**src/hw/rtl/ascg_pkg.sv**
```systemverilog
package ascg_pkg;

    localparam int RAW_W  = 16;
    localparam int ALN_W  = 14;
    localparam int SENS_W = 18;
    localparam int V_W    = 32;
    localparam int D_W    = 33;
    localparam int P_W    = 49;
    localparam int OUT_W  = 32;
    localparam int CAL_SH = 22;
    localparam int OFF_SH = 13;
    localparam int N_AXES = 3;
    localparam int IDX_W  = 3;
    localparam int REG_W  = 48;

    localparam logic [15:0] GAIN_ONE = 16'h4000;
    localparam logic [REG_W-1:0] GAINS_RST = 48'h4000_4000_4000;

    localparam logic [3:0] QB_10 = 4'd10;
    localparam logic [3:0] QB_12 = 4'd12;

    localparam logic signed [P_W-1:0] SAT_HI = P_W'(64'sd2147483647);
    localparam logic signed [P_W-1:0] SAT_LO = P_W'(-64'sd2147483648);

    typedef enum logic [IDX_W-1:0] {
        CFG_LOW_RES = 3'd0,
        CFG_FSCALE  = 3'd1,
        CFG_QBITS   = 3'd2,
        CFG_CAL_EN  = 3'd3,
        CFG_OFFSETS = 3'd4,
        CFG_GAINS   = 3'd5
    } t_cfg_idx;

    // Per-lane settings; offset and gain already reflect the calibration enable.
    typedef struct packed {
        logic        low_res;
        logic [1:0]  full_scale;
        logic [3:0]  quant_bits;
        logic [15:0] offset;
        logic [15:0] gain;
    } t_lane_cfg;

    // Sensitivity in units of 2^-24 g per LSB of the native resolution.
    function automatic logic [SENS_W-1:0] sens_lookup(input logic low_res,
                                                      input logic [1:0] fs);
        logic [SENS_W-1:0] s;
        s = '0;
        if (low_res) begin
            unique case (fs)
                2'd0: s = 18'd16375;
                2'd1: s = 18'd32749;
                2'd2: s = 18'd65498;
                2'd3: s = 18'd130997;
                default: s = '0;
            endcase
        end else begin
            unique case (fs)
                2'd0: s = 18'd4094;
                2'd1: s = 18'd8187;
                2'd2: s = 18'd16375;
                2'd3: s = 18'd32749;
                default: s = '0;
            endcase
        end
        return s;
    endfunction

endpackage

```
**src/hw/rtl/ascg_merge.sv**
```systemverilog
module ascg_merge
    import ascg_pkg::*;
(
    input  logic                    i_clk,
    input  logic                    i_rst_n,
    input  logic                    i_vld,
    input  logic signed [P_W-1:0]   i_prod [N_AXES],
    output logic                    o_valid,
    output logic signed [OUT_W-1:0] o_accel [N_AXES]
);

    logic                    r_valid;
    logic signed [OUT_W-1:0] r_accel [N_AXES];
    logic signed [OUT_W-1:0] n_accel [N_AXES];
    logic signed [P_W-1:0]   sh [N_AXES];

    always_comb begin
        for (int i = 0; i < N_AXES; i++) begin
            sh[i] = i_prod[i] >>> CAL_SH;
            if (sh[i] > SAT_HI) begin
                n_accel[i] = OUT_W'(SAT_HI);
            end else if (sh[i] < SAT_LO) begin
                n_accel[i] = OUT_W'(SAT_LO);
            end else begin
                n_accel[i] = OUT_W'(sh[i]);
            end
        end
    end

    always_ff @(posedge i_clk) begin
        if (!i_rst_n) begin
            r_valid <= 1'b0;
        end else begin
            r_valid <= i_vld;
        end
    end

    always_ff @(posedge i_clk) begin
        for (int i = 0; i < N_AXES; i++) begin
            r_accel[i] <= n_accel[i];
        end
    end

    assign o_valid = r_valid;
    assign o_accel = r_accel;

endmodule

```
**config.mk**
```make
export PLATFORM = sky130hd
export DESIGN_NAME = ascg_merge
export DESIGN_NICKNAME = d
export VERILOG_FILES = /design/src/hw/rtl/ascg_pkg.sv /design/src/hw/rtl/ascg_merge.sv
export SDC_FILE = /design/constraint.sdc
export NUM_CORES = 1
export LEC_CHECK = 0
export BUFFER_PORTS_ARGS = -buffer_cell sky130_fd_sc_hd__buf_2
export CORE_AREA = 2 2 96 98
export CTS_BUF_LIST = sky130_fd_sc_hd__clkbuf_16
export DETAILED_ROUTE_END_ITERATION = 10
export DIE_AREA = 0 0 98 100
export GPL_TIMING_DRIVEN = 1
export HOLD_SLACK_MARGIN = 0.03
export PLACE_DENSITY = 0.64
export SETUP_SLACK_MARGIN = 0.1
export SYNTH_ARGS = -nofsm -noshare
export SYNTH_HDL_FRONTEND = slang
export SYNTH_SLANG_ARGS = --single-unit
```
**constraint.sdc**
```tcl
create_clock -name i_clk -period 1.08 [get_ports i_clk]
set_input_delay 0.162 -clock i_clk [delete_from_list [all_inputs] [get_ports i_clk]]
set_output_delay 0.162 -clock i_clk [all_outputs]
set_load 0.01 [all_outputs]
```
==> summary.md <==
| Metric | Value |
|---|---|
| Outcome | `completed` |
| Maximum VDD drop | `0.652 mV` |
| Crit path time final | `between 0.9 and 1 ns` |
| Post-route setup slack | `between 0.09 and 0.1 ns` |
| Cell total after placement | `approximately 380` |
| Row cnt | `35` |
| Layout area overhead | `82.7%` |
| Total Neg Setup Slack | `0 ns` |
| Post-Synthesis Cell Area | `about 2100 um^2` |
| Clock transition at path regs | `around 0.060 ns` |
| Antenna Nets Post-Route | `0` |
| Fraction of layout cells with a size suffix above 1 | `0.543` |
| RSZ-0062 raised after global routing | `yes` |
| First-pass GRT wire length | `slightly above 8000 um` |
| Cells after Synth | `182` |
| Syn nets | `around 330` |
| CTS Buf Count | `9` |
| Period utilisation layout | `0.914` |
| Max Fanout on Critical Path | `5` |
| Kind of critical path | `reg -> out` |
| Synth top area share | `0.805` |
| Die Width | `98 um` |
| Worst relative slew slack | `0.923` |
| Clock root buffer | `clkbuf_16` |
| HP Start | `i_rst_n` |
| Ys flop type | `dfxtp_1` |
| Total grt overflow | `0` |
| Slew Limit Fails | `0` |
| Critical path's slowest cell | `dfxtp_4` |
| Initial antenna violation count | `0` |
| Library cells used by synthesis | `4` |
| Seq/Total Area, Yosys | `0.805` |
| H-Tree Depth | `3` |
| All-Layer GR Usage | `0.110` |
| # IOs | `about 250` |
| HPWL after DPL | `3380 um` |
| Post-synth top cells | `dfxtp_1, clkbuf_1, buf_4` |
| Worst Tran Pin Value | `0.116 ns` |
| CP endpoint kind | `output pin` |
| Clk buf depth | `2` |
| Iter 0 DRT Violations | `24` |
| Fill cells | `approximately 830` |
| First-pass DRT Iterations | `4` |
| Post-synth ARST share | `0` |
| Final Non-Filler Cells | `approximately 470` |
| Via count | `roughly 1700` |
| WP buf/inv | `1` |
| Diodes inserted | `0` |
| Largest area contributor in the netlist | `dfxtp_1` |
| Setup violators final | `0` |
| Cell Chain, Critical Path | `buf_2` |
| Post CTS Setup Buffer Count | `0` |
| Leak pwr | `between 1.5 and 2 nW` |
| Highest Clock Rate | `~1.0 GHz` |
| Syn Area/Cell | `about 12 um^2` |
| Pre-CTS WS | `slightly above 0.4 ns` |
| CP delay by family, top | `flip-flops` |
| Largest stage delay, worst path | `0.37 ns` |
| Synthesis Warnings | `0` |
| Final WL | `5560 um` |
| Core area | `between 8000 and 9000 um^2` |
| Pwr dens | `about 1700 nW/um^2` |
| Routed wire length per instance | `11.7 um` |
| DRC Markers | `0` |
| Pin count of the biggest net entering global routing | `14` |
| GPL Wtd Cong | `0.700` |
| Number of synthesized register bits | `85` |
| DIE AREA | `around 9800 um^2` |
| Die H | `100 um` |
| Synth top area cells | `dfxtp_1, clkbuf_1, buf_4` |
| Data arrival, critical path | `0.82 ns` |
| Startpoint types | `flop` |
| Layout Nets | `~510` |
| Data required time of the critical path | `around 0.92 ns` |
| Most frequent cell after synthesis | `dfxtp_1` |
| I/O Buffers | `180` |
| Post-synth EDFFs | `0` |
| CTS tree | `yes` |
| Min-Delay Path Depth | `2` |
| Initial Util | `0.238` |
| Hold path endpoint | `o_valid` |
| Max-Cap Viols | `0` |
| Final hold vios | `0` |
| Vias/cell | `3.57` |
| Hold crit path type | `in -> reg` |
| Fin Hold WS | `~0.048 ns` |
| Number of clock sinks | `85` |
| Number of global-route vias before repair | `between 1500 and 2000` |
-- how the worst max path moves through the flow --
stage,from,cells past startpoint,endpoint
after floorplan,o_accel[30],1,o_accel[27]
after global placement,o_accel[94],1,o_accel[91]
after detailed placement,o_accel[94],1,o_accel[90]
after CTS,o_accel[94],1,o_accel[90]
after global routing,o_accel[94],1,o_accel[93]
final,o_accel[94],1,o_accel[93]
-- where the power goes --
group,internal (mW),leakage [nW],switching [mW]
combinational,0.430,1.06,0.255
clock,1.52,0.126,1.13
sequential,3.30,0.718,0.0441
total,5.25,1.91,1.43
-- layout by cell type (no fill, tap or decap) --
cell           instances
and2_1                 1
buf_2                176
buf_6                  4
clkbuf_16              9
clkinv_1               1
clkinv_2               2
clkinvlp_4             2
dfxtp_1               81
dfxtp_2                2
dfxtp_4                2
dlygate4sd3_1         82
inv_1                  1
-- what timing repair did --
| item | CTS | global route |
|---|---|---|
| endpoints found under the hold margin | 85 | 0 |
| hold buffers | 82 | 0 |
| resized for setup | 3 | 7 |
| endpoints found under the setup margin | 15 | 17 |
-- layout make-up --
cell class,instances,area (um^2),share of cell area
multi-input combinational,1,6.26,0.00162
clock buffer,9,225,0.0583
timing repair buffer,262,1750,0.452
sequential,85,1710,0.443
tap,111,139,0.0360
clock inverter,6,32.5,0.00843
-- logic make-up after synthesis --
group         Yosys count  synth area share
buf+inv                96             0.192
flops                  85             0.805
simple gates            1           0.00296
-- flip-flops by register name, summed over array words and instances, names as in the netlist --
register,flops
o_accel,84
o_valid,1
-- metrics by stage --
step / instance area (um^2) / power, mW / util
after global routing: 3860 / 7.02 / 0.434
final: 3860 / 6.68 / 0.434
after CTS: 3830 / 6.79 / 0.431
after global placement: 2750 / 3.85 / 0.309
after floorplan: 2110 / 3.65 / -
after detailed placement: 2750 / 3.86 / 0.309
-- per-layer routing --
metal | vias up | GRT usage | share of wire
met1 | 760 | 0.103 | 0.34
met5 | - | 0 | 0
met4 | 0 | 0.0716 | 0.027
li1 | 809 | - | -
met2 | 112 | 0.201 | 0.55
met3 | 12 | 0.0411 | 0.090
No activity file was read; power rests on OpenSTA's default activity.
