**config.mk**
```make
export PLATFORM = sky130hd
export DESIGN_NAME = ascg_lane
export DESIGN_NICKNAME = d
export VERILOG_FILES = /design/src/hw/rtl/ascg_pkg.sv /design/src/hw/rtl/ascg_lane.sv
export SDC_FILE = /design/constraint.sdc
export NUM_CORES = 2
export LEC_CHECK = 0
export ABC_CLOCK_PERIOD_IN_PS = 8100
export BUFFER_PORTS_ARGS = -buffer_cell sky130_fd_sc_hd__buf_2
export CAP_MARGIN = 20
export CORE_MARGIN = 8
export CORE_UTILIZATION = 41
export CTS_BUF_LIST = sky130_fd_sc_hd__clkbuf_4 sky130_fd_sc_hd__clkbuf_8
export DETAILED_ROUTE_END_ITERATION = 7
export PLACE_DENSITY = 0.58
export SKIP_LAST_GASP = 1
export SYNTH_ARGS = -nofsm -noshare
export SYNTH_HDL_FRONTEND = slang
export SYNTH_SLANG_ARGS = --single-unit
export TNS_END_PERCENT = 30
```
**constraint.sdc**
```tcl
create_clock -name i_clk -period 8.1 [get_ports i_clk]
set_clock_uncertainty 0.2 [all_clocks]
set_input_delay 0.81 -clock i_clk [delete_from_list [all_inputs] [get_ports i_clk]]
set_output_delay 0.81 -clock i_clk [all_outputs]
set_load 0.005 [all_outputs]
```
**src/hw/rtl/ascg_pkg.sv**
```systemverilog
package ascg_pkg;

    localparam int RAW_W  = 16;
    localparam int ALN_W  = 14;
    localparam int SENS_W = 18;
    localparam int V_W    = 32;
    localparam int D_W    = 33;
    localparam int P_W    = 49;
    localparam int OUT_W  = 32;
    localparam int CAL_SH = 22;
    localparam int OFF_SH = 13;
    localparam int N_AXES = 3;
    localparam int IDX_W  = 3;
    localparam int REG_W  = 48;

    localparam logic [15:0] GAIN_ONE = 16'h4000;
    localparam logic [REG_W-1:0] GAINS_RST = 48'h4000_4000_4000;

    localparam logic [3:0] QB_10 = 4'd10;
    localparam logic [3:0] QB_12 = 4'd12;

    localparam logic signed [P_W-1:0] SAT_HI = P_W'(64'sd2147483647);
    localparam logic signed [P_W-1:0] SAT_LO = P_W'(-64'sd2147483648);

    typedef enum logic [IDX_W-1:0] {
        CFG_LOW_RES = 3'd0,
        CFG_FSCALE  = 3'd1,
        CFG_QBITS   = 3'd2,
        CFG_CAL_EN  = 3'd3,
        CFG_OFFSETS = 3'd4,
        CFG_GAINS   = 3'd5
    } t_cfg_idx;

    // Per-lane settings; offset and gain already reflect the calibration enable.
    typedef struct packed {
        logic        low_res;
        logic [1:0]  full_scale;
        logic [3:0]  quant_bits;
        logic [15:0] offset;
        logic [15:0] gain;
    } t_lane_cfg;

    // Sensitivity in units of 2^-24 g per LSB of the native resolution.
    function automatic logic [SENS_W-1:0] sens_lookup(input logic low_res,
                                                      input logic [1:0] fs);
        logic [SENS_W-1:0] s;
        s = '0;
        if (low_res) begin
            unique case (fs)
                2'd0: s = 18'd16375;
                2'd1: s = 18'd32749;
                2'd2: s = 18'd65498;
                2'd3: s = 18'd130997;
                default: s = '0;
            endcase
        end else begin
            unique case (fs)
                2'd0: s = 18'd4094;
                2'd1: s = 18'd8187;
                2'd2: s = 18'd16375;
                2'd3: s = 18'd32749;
                default: s = '0;
            endcase
        end
        return s;
    endfunction

endpackage

```
**src/hw/rtl/ascg_lane.sv**
```systemverilog
module ascg_lane
    import ascg_pkg::*;
(
    input  logic                    i_clk,
    input  logic signed [RAW_W-1:0] i_raw,
    input  t_lane_cfg               i_cfg,
    output logic signed [P_W-1:0]   o_prod
);

    logic signed [ALN_W-1:0] aligned;
    logic signed [ALN_W-1:0] quant;
    logic [2:0]              drop;
    logic [SENS_W-1:0]       sens;
    logic signed [V_W-1:0]   n_v;
    logic signed [V_W-1:0]   r_v;
    logic signed [D_W-1:0]   n_d;
    logic signed [D_W-1:0]   r_d;
    logic signed [P_W-1:0]   n_p;
    logic signed [P_W-1:0]   r_p;

    always_comb begin
        aligned = i_cfg.low_res ? ALN_W'(i_raw >>> 4) : ALN_W'(i_raw >>> 2);
        drop = 3'd0;
        if (i_cfg.low_res) begin
            if (i_cfg.quant_bits == QB_10) drop = 3'd2;
        end else begin
            if (i_cfg.quant_bits == QB_10) drop = 3'd4;
            else if (i_cfg.quant_bits == QB_12) drop = 3'd2;
        end
        // Floor shift right then left is the same as clearing the low bits.
        quant = aligned & ~((ALN_W'(1) << drop) - ALN_W'(1));
        sens  = sens_lookup(i_cfg.low_res, i_cfg.full_scale);
        n_v   = V_W'(quant) * V_W'($signed({1'b0, sens}));
    end

    assign n_d = D_W'(r_v) - (D_W'($signed(i_cfg.offset)) <<< OFF_SH);
    assign n_p = P_W'(r_d) * P_W'($signed(i_cfg.gain));

    always_ff @(posedge i_clk) begin
        r_v <= n_v;
        r_d <= n_d;
        r_p <= n_p;
    end

    assign o_prod = r_p;

endmodule

```
==> results.toml <==
[timing]
timing.final.crit_share_pct = 90.6
setup_violations = 0
fin_crit_ps = 7340
drv_slew = 0
slew_headroom_pct = 41.6
setup-tns-final_ps = 0
worst_pin_slew_ps = 874
max_freq_mhz = 136
hold_viol = 0
rsz0062_at_grt = "no"

[clock_tree]
clock_path_buffers = 2
ctsResizeCount = 0
clkTransAtPathRegs_ps = 80
clk_latency_ps = 510
cts_sinks = 114
cts_tree = "done"
cts_max_level = 4
cts_root_buf = "clkbuf_8"
ctsHoldBuffers = 0
cts_buffers = 17
post-cts-setup-buffer-count = 0

[yosys]
synth_area_per_cell_sq_um = 9.09
synth_edf_count = 0
netlist.area_leader.share_pct = 46.0
synth_ff_type = "dfxtp_1"
ys_types = 66
ys_top_cells_by_area = "fa_1 46%, ha_1 11%, inv_1 9.9%, dfxtp_1 7.9%, nand2_1 5.8%"
synth_top_cell_by_area = "fa_1"
synth-warning-count = 0
async_flop_share_pct = 0
ys_seq_area_share_pct = 7.89
ys_ff_latch = 114
syn_nets = 4158
synth_area_sq_um = 28900
synthCells = 3180

[setup_path]
crit_type = "input pin to flop"
crit_fanout = 27
crit_buf_inv = 6
endpoint_kind = "flop"
path_cells = "buf_2 -> nand2_1 -> fa_1 -> inv_1 -> fa_1 -> inv_1 -> fa_1 -> inv_1 -> fa_1 -> inv_1 -> fa_1 -> inv_1 -> fa_1 -> ha_1 -> a211oi_2 -> nor2_1 -> o41a_1 -> a221o_1 -> o21ai_2 -> a211oi_2 -> o221ai_2 -> a21oi_2 -> a311o_1"
critPathRequiredTime_ps = 8290
cp.arrival_ps = 7530
cp_top_family = "adder cells"
slowest_stage = "fa_1"
max_stage_delay_ps = 540
critical_path.most_common_cell = "fa_1"
startpoint_type = "input pin"

[drt]
post-route-drc-count = 0
wl_um = 72900
drt-initial-drc-count = 1225
final_antenna_net_count = 0
vias_per_cell = 4.90
vias = 20800
dr.pass1.iters = 5
wire_per_inst_um = 17.2

[hold_path]
holdCritPathClass = "flop to flop"

[place]
dp_hpwl_um = 60500
io_buffers = 102
gp_congestion = 0.863
numPlacedInstances = 4204

[global_routing]
antenna_found_initial = 8
grt_max_degree = 34
grt_overflow_total = 0
grt_pass1_vias = 22700
grt_pass1_wl_um = 120000
gr-usage-all-layers_pct = 19.2

[final_layout]
layout.cells.non_filler = 4240
fin_nets = 4261
area_delta_synth_final_pct = 8.35
drive_gt1_share_pct = 7.65
nFillCells = 6930

[die]
io_pins = 105
dieWidth_um = 282
rows = 97
initial_core_util_pct = 41.4
core_area_sq_um = 69900
die_y_um = 282
die_area_sq_um = 79300

[run_status]
status = "finished clean"

[job]
drv_cap = 0
metal layers:
metal	share of wire, %	GRT usage, %	wire, um
met1	43	25.1	31600
met2	47	32.4	34500
met3	5.8	2.66	4200
met4	3.4	7.13	2510
met5	0.029	0	21
cell families after synthesis:
| family | after synthesis | share of synthesized area [%] |
|---|---|---|
| fa+ha+maj | 922 | 57.2 |
| simple gates | 913 | 14.6 |
| buf+inv | 879 | 11.4 |
| compound gates | 254 | 5.85 |
| flops | 114 | 7.89 |
| xor+xnor | 86 | 2.61 |
| mux | 12 | 0.450 |
registers in the layout, summed over array words and instances (netlist names):
name	cells
o_prod	49
r_d	33
r_v	32
per-stage QoR:
stage	util [%]	hold slack, ps	cell area, sq um	setup WS [ps]
after floorplan	-	110	28900	784
after global placement	44.2	112	30900	352
after detailed placement	44.2	112	30900	302
after CTS	44.8	129	31300	754
after global routing	44.8	137	31300	425
final	44.8	127	31300	758
final timing paths:
kind	start	end	slack, ps	cells after the start
worst max-delay path	i_cfg[3]	o_prod[48]$_DFF_P_	760	23
worst min-delay path	r_v[12]$_DFF_P_	r_d[12]$_DFF_P_	130	0
worst max register to register	r_d[8]$_DFF_P_	o_prod[48]$_DFF_P_	770	22
worst min register to register	r_v[12]$_DFF_P_	r_d[12]$_DFF_P_	130	0
cell usage after synthesis (all sizes together) (2+ instances only):
cell / n
a41oi: 3
nand4: 8
o21bai: 13
a21o: 34
or3: 6
xor2: 24
a41o: 2
nor4: 3
a2111oi: 2
ha: 257
nand2b: 41
xnor2: 62
o2111ai: 5
fa: 665
a211oi: 10
a221oi: 5
inv: 767
a21oi: 74
mux2i: 4
dfxtp: 114
and2: 191
nor2: 127
nor2b: 16
buf: 2
a31oi: 7
o21ai: 56
o21a: 9
o22ai: 2
and3: 9
nand3: 28
a21boi: 7
and4: 3
clkbuf: 109
or4: 3
or2: 4
mux2: 8
nand2: 446
o211ai: 3
o31ai: 9
nor3: 26
area by class of cell:
cell class | instances | area [sq um] | share of cell area [%]
Clock inverter | 13 | 149 | 0.475
Inverter | 768 | 2880 | 9.20
Antenna cell | 5 | 12.5 | 0.0399
Sequential cell | 114 | 2280 | 7.29
Tap cell | 940 | 1180 | 3.75
Multi-Input combinational cell | 2187 | 23300 | 74.5
Timing Repair Buffer | 195 | 1250 | 3.98
Clock buffer | 18 | 248 | 0.791
layout by cell type (no fill, tap or decap), types with 34 or more instances in the layout:
master	n
inv_1	766
fa_1	665
nand2_1	446
ha_1	257
and2_1	191
nor2_1	127
dfxtp_1	114
buf_2	102
buf_4	90
a21oi_1	72
xnor2_1	62
o21ai_0	50
nand2b_1	41
a21o_1	34
Power is not shown: default switching activity piles up to over one toggle a cycle in this logic, so the estimate is an artifact.
