<file path="src/hw/rtl/ascg_pkg.sv">
package ascg_pkg;

    localparam int RAW_W  = 16;
    localparam int ALN_W  = 14;
    localparam int SENS_W = 18;
    localparam int V_W    = 32;
    localparam int D_W    = 33;
    localparam int P_W    = 49;
    localparam int OUT_W  = 32;
    localparam int CAL_SH = 22;
    localparam int OFF_SH = 13;
    localparam int N_AXES = 3;
    localparam int IDX_W  = 3;
    localparam int REG_W  = 48;

    localparam logic [15:0] GAIN_ONE = 16'h4000;
    localparam logic [REG_W-1:0] GAINS_RST = 48'h4000_4000_4000;

    localparam logic [3:0] QB_10 = 4'd10;
    localparam logic [3:0] QB_12 = 4'd12;

    localparam logic signed [P_W-1:0] SAT_HI = P_W'(64'sd2147483647);
    localparam logic signed [P_W-1:0] SAT_LO = P_W'(-64'sd2147483648);

    typedef enum logic [IDX_W-1:0] {
        CFG_LOW_RES = 3'd0,
        CFG_FSCALE  = 3'd1,
        CFG_QBITS   = 3'd2,
        CFG_CAL_EN  = 3'd3,
        CFG_OFFSETS = 3'd4,
        CFG_GAINS   = 3'd5
    } t_cfg_idx;

    // Per-lane settings; offset and gain already reflect the calibration enable.
    typedef struct packed {
        logic        low_res;
        logic [1:0]  full_scale;
        logic [3:0]  quant_bits;
        logic [15:0] offset;
        logic [15:0] gain;
    } t_lane_cfg;

    // Sensitivity in units of 2^-24 g per LSB of the native resolution.
    function automatic logic [SENS_W-1:0] sens_lookup(input logic low_res,
                                                      input logic [1:0] fs);
        logic [SENS_W-1:0] s;
        s = '0;
        if (low_res) begin
            unique case (fs)
                2'd0: s = 18'd16375;
                2'd1: s = 18'd32749;
                2'd2: s = 18'd65498;
                2'd3: s = 18'd130997;
                default: s = '0;
            endcase
        end else begin
            unique case (fs)
                2'd0: s = 18'd4094;
                2'd1: s = 18'd8187;
                2'd2: s = 18'd16375;
                2'd3: s = 18'd32749;
                default: s = '0;
            endcase
        end
        return s;
    endfunction

endpackage

</file>
<file path="src/hw/rtl/ascg_cfg.sv">
module ascg_cfg
    import ascg_pkg::*;
(
    input  logic                    i_clk,
    input  logic                    i_rst_n,
    input  logic                    i_cfg_valid,
    input  logic [IDX_W-1:0]        i_cfg_index,
    input  logic [REG_W-1:0]        i_cfg_data,
    output logic                    o_cfg_ready,
    output t_lane_cfg               o_lane_cfg [N_AXES]
);

    logic             r_low_res;
    logic [1:0]       r_full_scale;
    logic [3:0]       r_quant_bits;
    logic             r_cal_enable;
    logic [REG_W-1:0] r_offsets;
    logic [REG_W-1:0] r_gains;
    logic             r_ready;
    logic             wr;

    assign wr = i_cfg_valid && r_ready;
    assign o_cfg_ready = r_ready;

    always_ff @(posedge i_clk) begin
        if (!i_rst_n) begin
            r_low_res    <= 1'b0;
            r_full_scale <= '0;
            r_quant_bits <= '0;
            r_cal_enable <= 1'b0;
            r_offsets    <= '0;
            r_gains      <= GAINS_RST;
            r_ready      <= 1'b0;
        end else begin
            r_ready <= 1'b1;
            if (wr) begin
                unique case (t_cfg_idx'(i_cfg_index))
                    CFG_LOW_RES: r_low_res    <= i_cfg_data[0];
                    CFG_FSCALE:  r_full_scale <= i_cfg_data[1:0];
                    CFG_QBITS:   r_quant_bits <= i_cfg_data[3:0];
                    CFG_CAL_EN:  r_cal_enable <= i_cfg_data[0];
                    CFG_OFFSETS: r_offsets    <= i_cfg_data;
                    CFG_GAINS:   r_gains      <= i_cfg_data;
                    default: ;
                endcase
            end
        end
    end

    // With calibration off, a zero offset and unity gain give floor(v / 2^8).
    always_comb begin
        for (int i = 0; i < N_AXES; i++) begin
            o_lane_cfg[i].low_res    = r_low_res;
            o_lane_cfg[i].full_scale = r_full_scale;
            o_lane_cfg[i].quant_bits = r_quant_bits;
            o_lane_cfg[i].offset     = r_cal_enable ? r_offsets[16*i +: 16] : 16'd0;
            o_lane_cfg[i].gain       = r_cal_enable ? r_gains[16*i +: 16] : GAIN_ONE;
        end
    end

endmodule

</file>
<file path="config.mk">
export PLATFORM = sky130hd
export DESIGN_NAME = ascg_cfg
export DESIGN_NICKNAME = d
export VERILOG_FILES = /design/src/hw/rtl/ascg_pkg.sv /design/src/hw/rtl/ascg_cfg.sv
export SDC_FILE = /design/constraint.sdc
export NUM_CORES = 1
export LEC_CHECK = 0
export ABC_AREA = 1
export BUFFER_PORTS_ARGS = -buffer_cell sky130_fd_sc_hd__buf_2
export CORE_MARGIN = 1.5
export CORE_UTILIZATION = 51
export DETAILED_ROUTE_END_ITERATION = 12
export GPL_TIMING_DRIVEN = 0
export PLACE_DENSITY = 0.88
export SLEW_MARGIN = 5
export SYNTH_ARGS = -nofsm -noshare
export SYNTH_HDL_FRONTEND = slang
export SYNTH_SLANG_ARGS = --single-unit
</file>
<file path="constraint.sdc">
create_clock -name i_clk -period 1.4 [get_ports i_clk]
set_input_delay 0.21 -clock i_clk [delete_from_list [all_inputs] [get_ports i_clk]]
set_output_delay 0.21 -clock i_clk [all_outputs]
set_load 0.01 [all_outputs]
</file>
==> metrics <==
setup_tns=-5.01 ns; die area=between 0.01 and 0.015 mm^2; Final Setup Violations=95; Worst Max-Slew Pin Slew=between 0.5 and 0.6 ns; largest fanout on the critical path=10; final core utilization=69.3%; reg2reg start=o_cfg_ready$_DFF_P_; Hold Vio Cnt, Final=0; reg2reg end=r_offsets[22]$_SDFFE_PN0P_; Worst Path Arrival=1.30 ns; Synth Area in Adders=0%; Initial Utilization=a little over half; Die Y=104 um; area grow syn2layout=31.4%; Peak Freq=around 660 MHz; Period minus WS final=around 1.5 ns; Mapped Avg Cell Area=about 6.1 um^2; commonest non-fill, non-tap cell in the layout=nor2_1; fraction of final layout cells sized beyond drive strength 1=27.0%; yosys warns=0; CTS Buffer Depth=2; post-synthesis sequential area ratio=slightly above 40%; die width=104 um; R2R cell count=7; DRT antenna net count=0; Worst-Skew Late Latency=0.35 ns; via-per-instance ratio=roughly 4.8; routed via count=between 5000 and 6000; Post-Place Setup Slack=-0.253 ns; relative slew slack=~65%; Worst setup EP type=primary output; CTS tree=yes; Worst VDD drop=606 uV; clk_skew=0.00649 ns; largest net degree at the start of global routing=16; grt total ovfl=0; Simple-Gate Fraction of Synth Area=between 30% and 40%; Syn Inst Count=around 840; TritonCTS buffer count=9; proportion of synthesized area in mux cells=0%; Worst-path clk slew=~0.090 ns; DRC=0; largest family of logic cells by synthesized area=simple AND/OR/NAND/NOR gates; syn nets=about 900; Crit path required time=~1.2 ns; ant diodes=0; core area=approximately 0.0098 mm^2; violated checks=setup timing; root buffer cell=clkbuf_8; Synth Area in Compound Gates=less than 1%; fillers=around 880; outcome=complete, but fails checks; crit path from=r_cal_enable$_SDFFE_PN0P_; worst setup margin=-0.109 ns; reg2reg setup slack=approximately 0.050 ns; H-tree depth=3; Pre-antenna DRT Iters=5; DR iter-0 viols=311; Avg WL per Cell=12.4 um; Sequential Area=0.00211 mm^2; maxcap violations=0; unrepaired setup endpoints after global routing=true; num rows=36; post-synthesis register bit count=105; All-Layer GR Usage=25.6%; placer congestion estimate=approximately 0.85; most frequent cells in the layout=197 x nor2_1, 194 x nand2_1, 173 x buf_2, 136 x inv_1; P_leak=about 4.3 nW; Slew Limit Fails=0; first-pass GRT wire length=about 23000 um; Post-DP HPWL=slightly above 10000 um; WS Path Type=register to primary output; area of the multi-input gates=about 0.0022 mm^2; Overall Power=~5.6 mW; Top Ports=around 170; crit path to=o_lane_cfg[50]; final WL=14500 um; clock sinks=~110; Min Hold Slack=around 0.085 ns; final net count=about 1100; Port Buf Inserts=approximately 170; Cell Pwr Density=828 mW/mm^2; crit share post-route=108%; Synth Area in XOR/XNOR=0%; vias in the first global route=just under 5000; Hold Path Class=primary input to register; critical path startpoint category=register; Unique masters post-synth=12; initial antenna violation count=0; Mapped Area=0.00515 mm^2
worst min path at each step:
| stage | start | to | depth (start not counted) |
|---|---|---|---|
| after detailed placement | i_rst_n | o_cfg_ready$_DFF_P_ | 1 |
| final | i_cfg_data[46] | r_gains[46]$_SDFFE_PN1P_ | 3 |
| after global placement | i_rst_n | o_cfg_ready$_DFF_P_ | 1 |
| after global routing | i_cfg_data[46] | r_gains[46]$_SDFFE_PN1P_ | 3 |
| after CTS | i_cfg_data[46] | r_gains[46]$_SDFFE_PN1P_ | 3 |
| after floorplan | i_rst_n | o_cfg_ready$_DFF_P_ | 0 |
synthesized netlist by cell type:
| cell type | instances | share of area [%] |
|---|---|---|
| inv_1 | 146 | 11 |
| buf_4 | 25 | 3.6 |
| inv_2 | 2 | 0.15 |
| buf_1 | 9 | 0.66 |
| nand2_1 | 208 | 15 |
| nand3_1 | 105 | 10 |
| dfxtp_1 | 105 | 41 |
| nor2_1 | 201 | 15 |
| buf_6 | 2 | 0.44 |
| a21oi_1 | 8 | 0.78 |
| buf_2 | 21 | 2.0 |
| clkbuf_1 | 12 | 0.87 |
layout make-up:
cell class / count / share of cell area (%)
Buffer: 68 / 7.52
Clock buffer: 13 / 2.35
Clock inverter: 2 / 0.554
Inverter: 148 / 8.21
Multi-Input combinational cell: 522 / 32.4
Sequential cell: 105 / 31.1
Tap cell: 133 / 2.46
Timing Repair Buffer: 181 / 15.4
report_power, final:
group | leakage [nW] | internal, mW | switching (mW) | total (mW)
combinational | 3.32 | 0.244 | 0.386 | 0.629
sequential | 0.851 | 3.05 | 0.0408 | 3.09
clock | 0.0957 | 0.919 | 0.964 | 1.88
total | 4.26 | 4.21 | 1.39 | 5.60
critical path, cell delays in order, from the launching register on:
cell	delay, ns
dfxtp_4	0.41
buf_12	0.15
buf_8	0.13
nand2_1	0.07
inv_1	0.06
buf_2	0.12
layer usage:
layer / vias up / GRT usage [%] / wire, um
li1: 2828 / - / -
met1: 2522 / 34.1 / 6140
met2: 263 / 42.2 / 7070
met3: 29 / 3.34 / 1070
met4: 0 / 10.1 / 261
met5: - / 0 / 0
state kept, by name, indices dropped and copies added, names as in the netlist:
signal and count:
r_full_scale 2, r_quant_bits 4, r_cal_enable 1, r_low_res 1, r_gains 48, r_offsets 48
o_cfg_ready 1
kinds of logic (layout without fill, tap and decap cells):
kind of cell    Yosys count  after routing
simple gates            514            514
compound gates            8              8
flops                   105            105
buf+inv                 217            412
per-stage QoR:
stage                     cells  instance area [um^2]
after floorplan             844                  5150
after global placement     1148                  6170
final                      1172                  6770
after detailed placement   1148                  6170
after global routing       1172                  6770
after CTS                  1165                  6480
repair_timing:
| item | CTS | global route |
|---|---|---|
| endpoints found under the hold margin | 1 | 0 |
| setup endpoints to repair | 169 | 170 |
| buffers inserted | 2 | 5 |
| resized for setup | 33 | 63 |
| cloned | 0 | 2 |
| hold buffers | 1 | 0 |
| pin swaps | 0 | 1 |
Power figures use the tool's default switching activity.
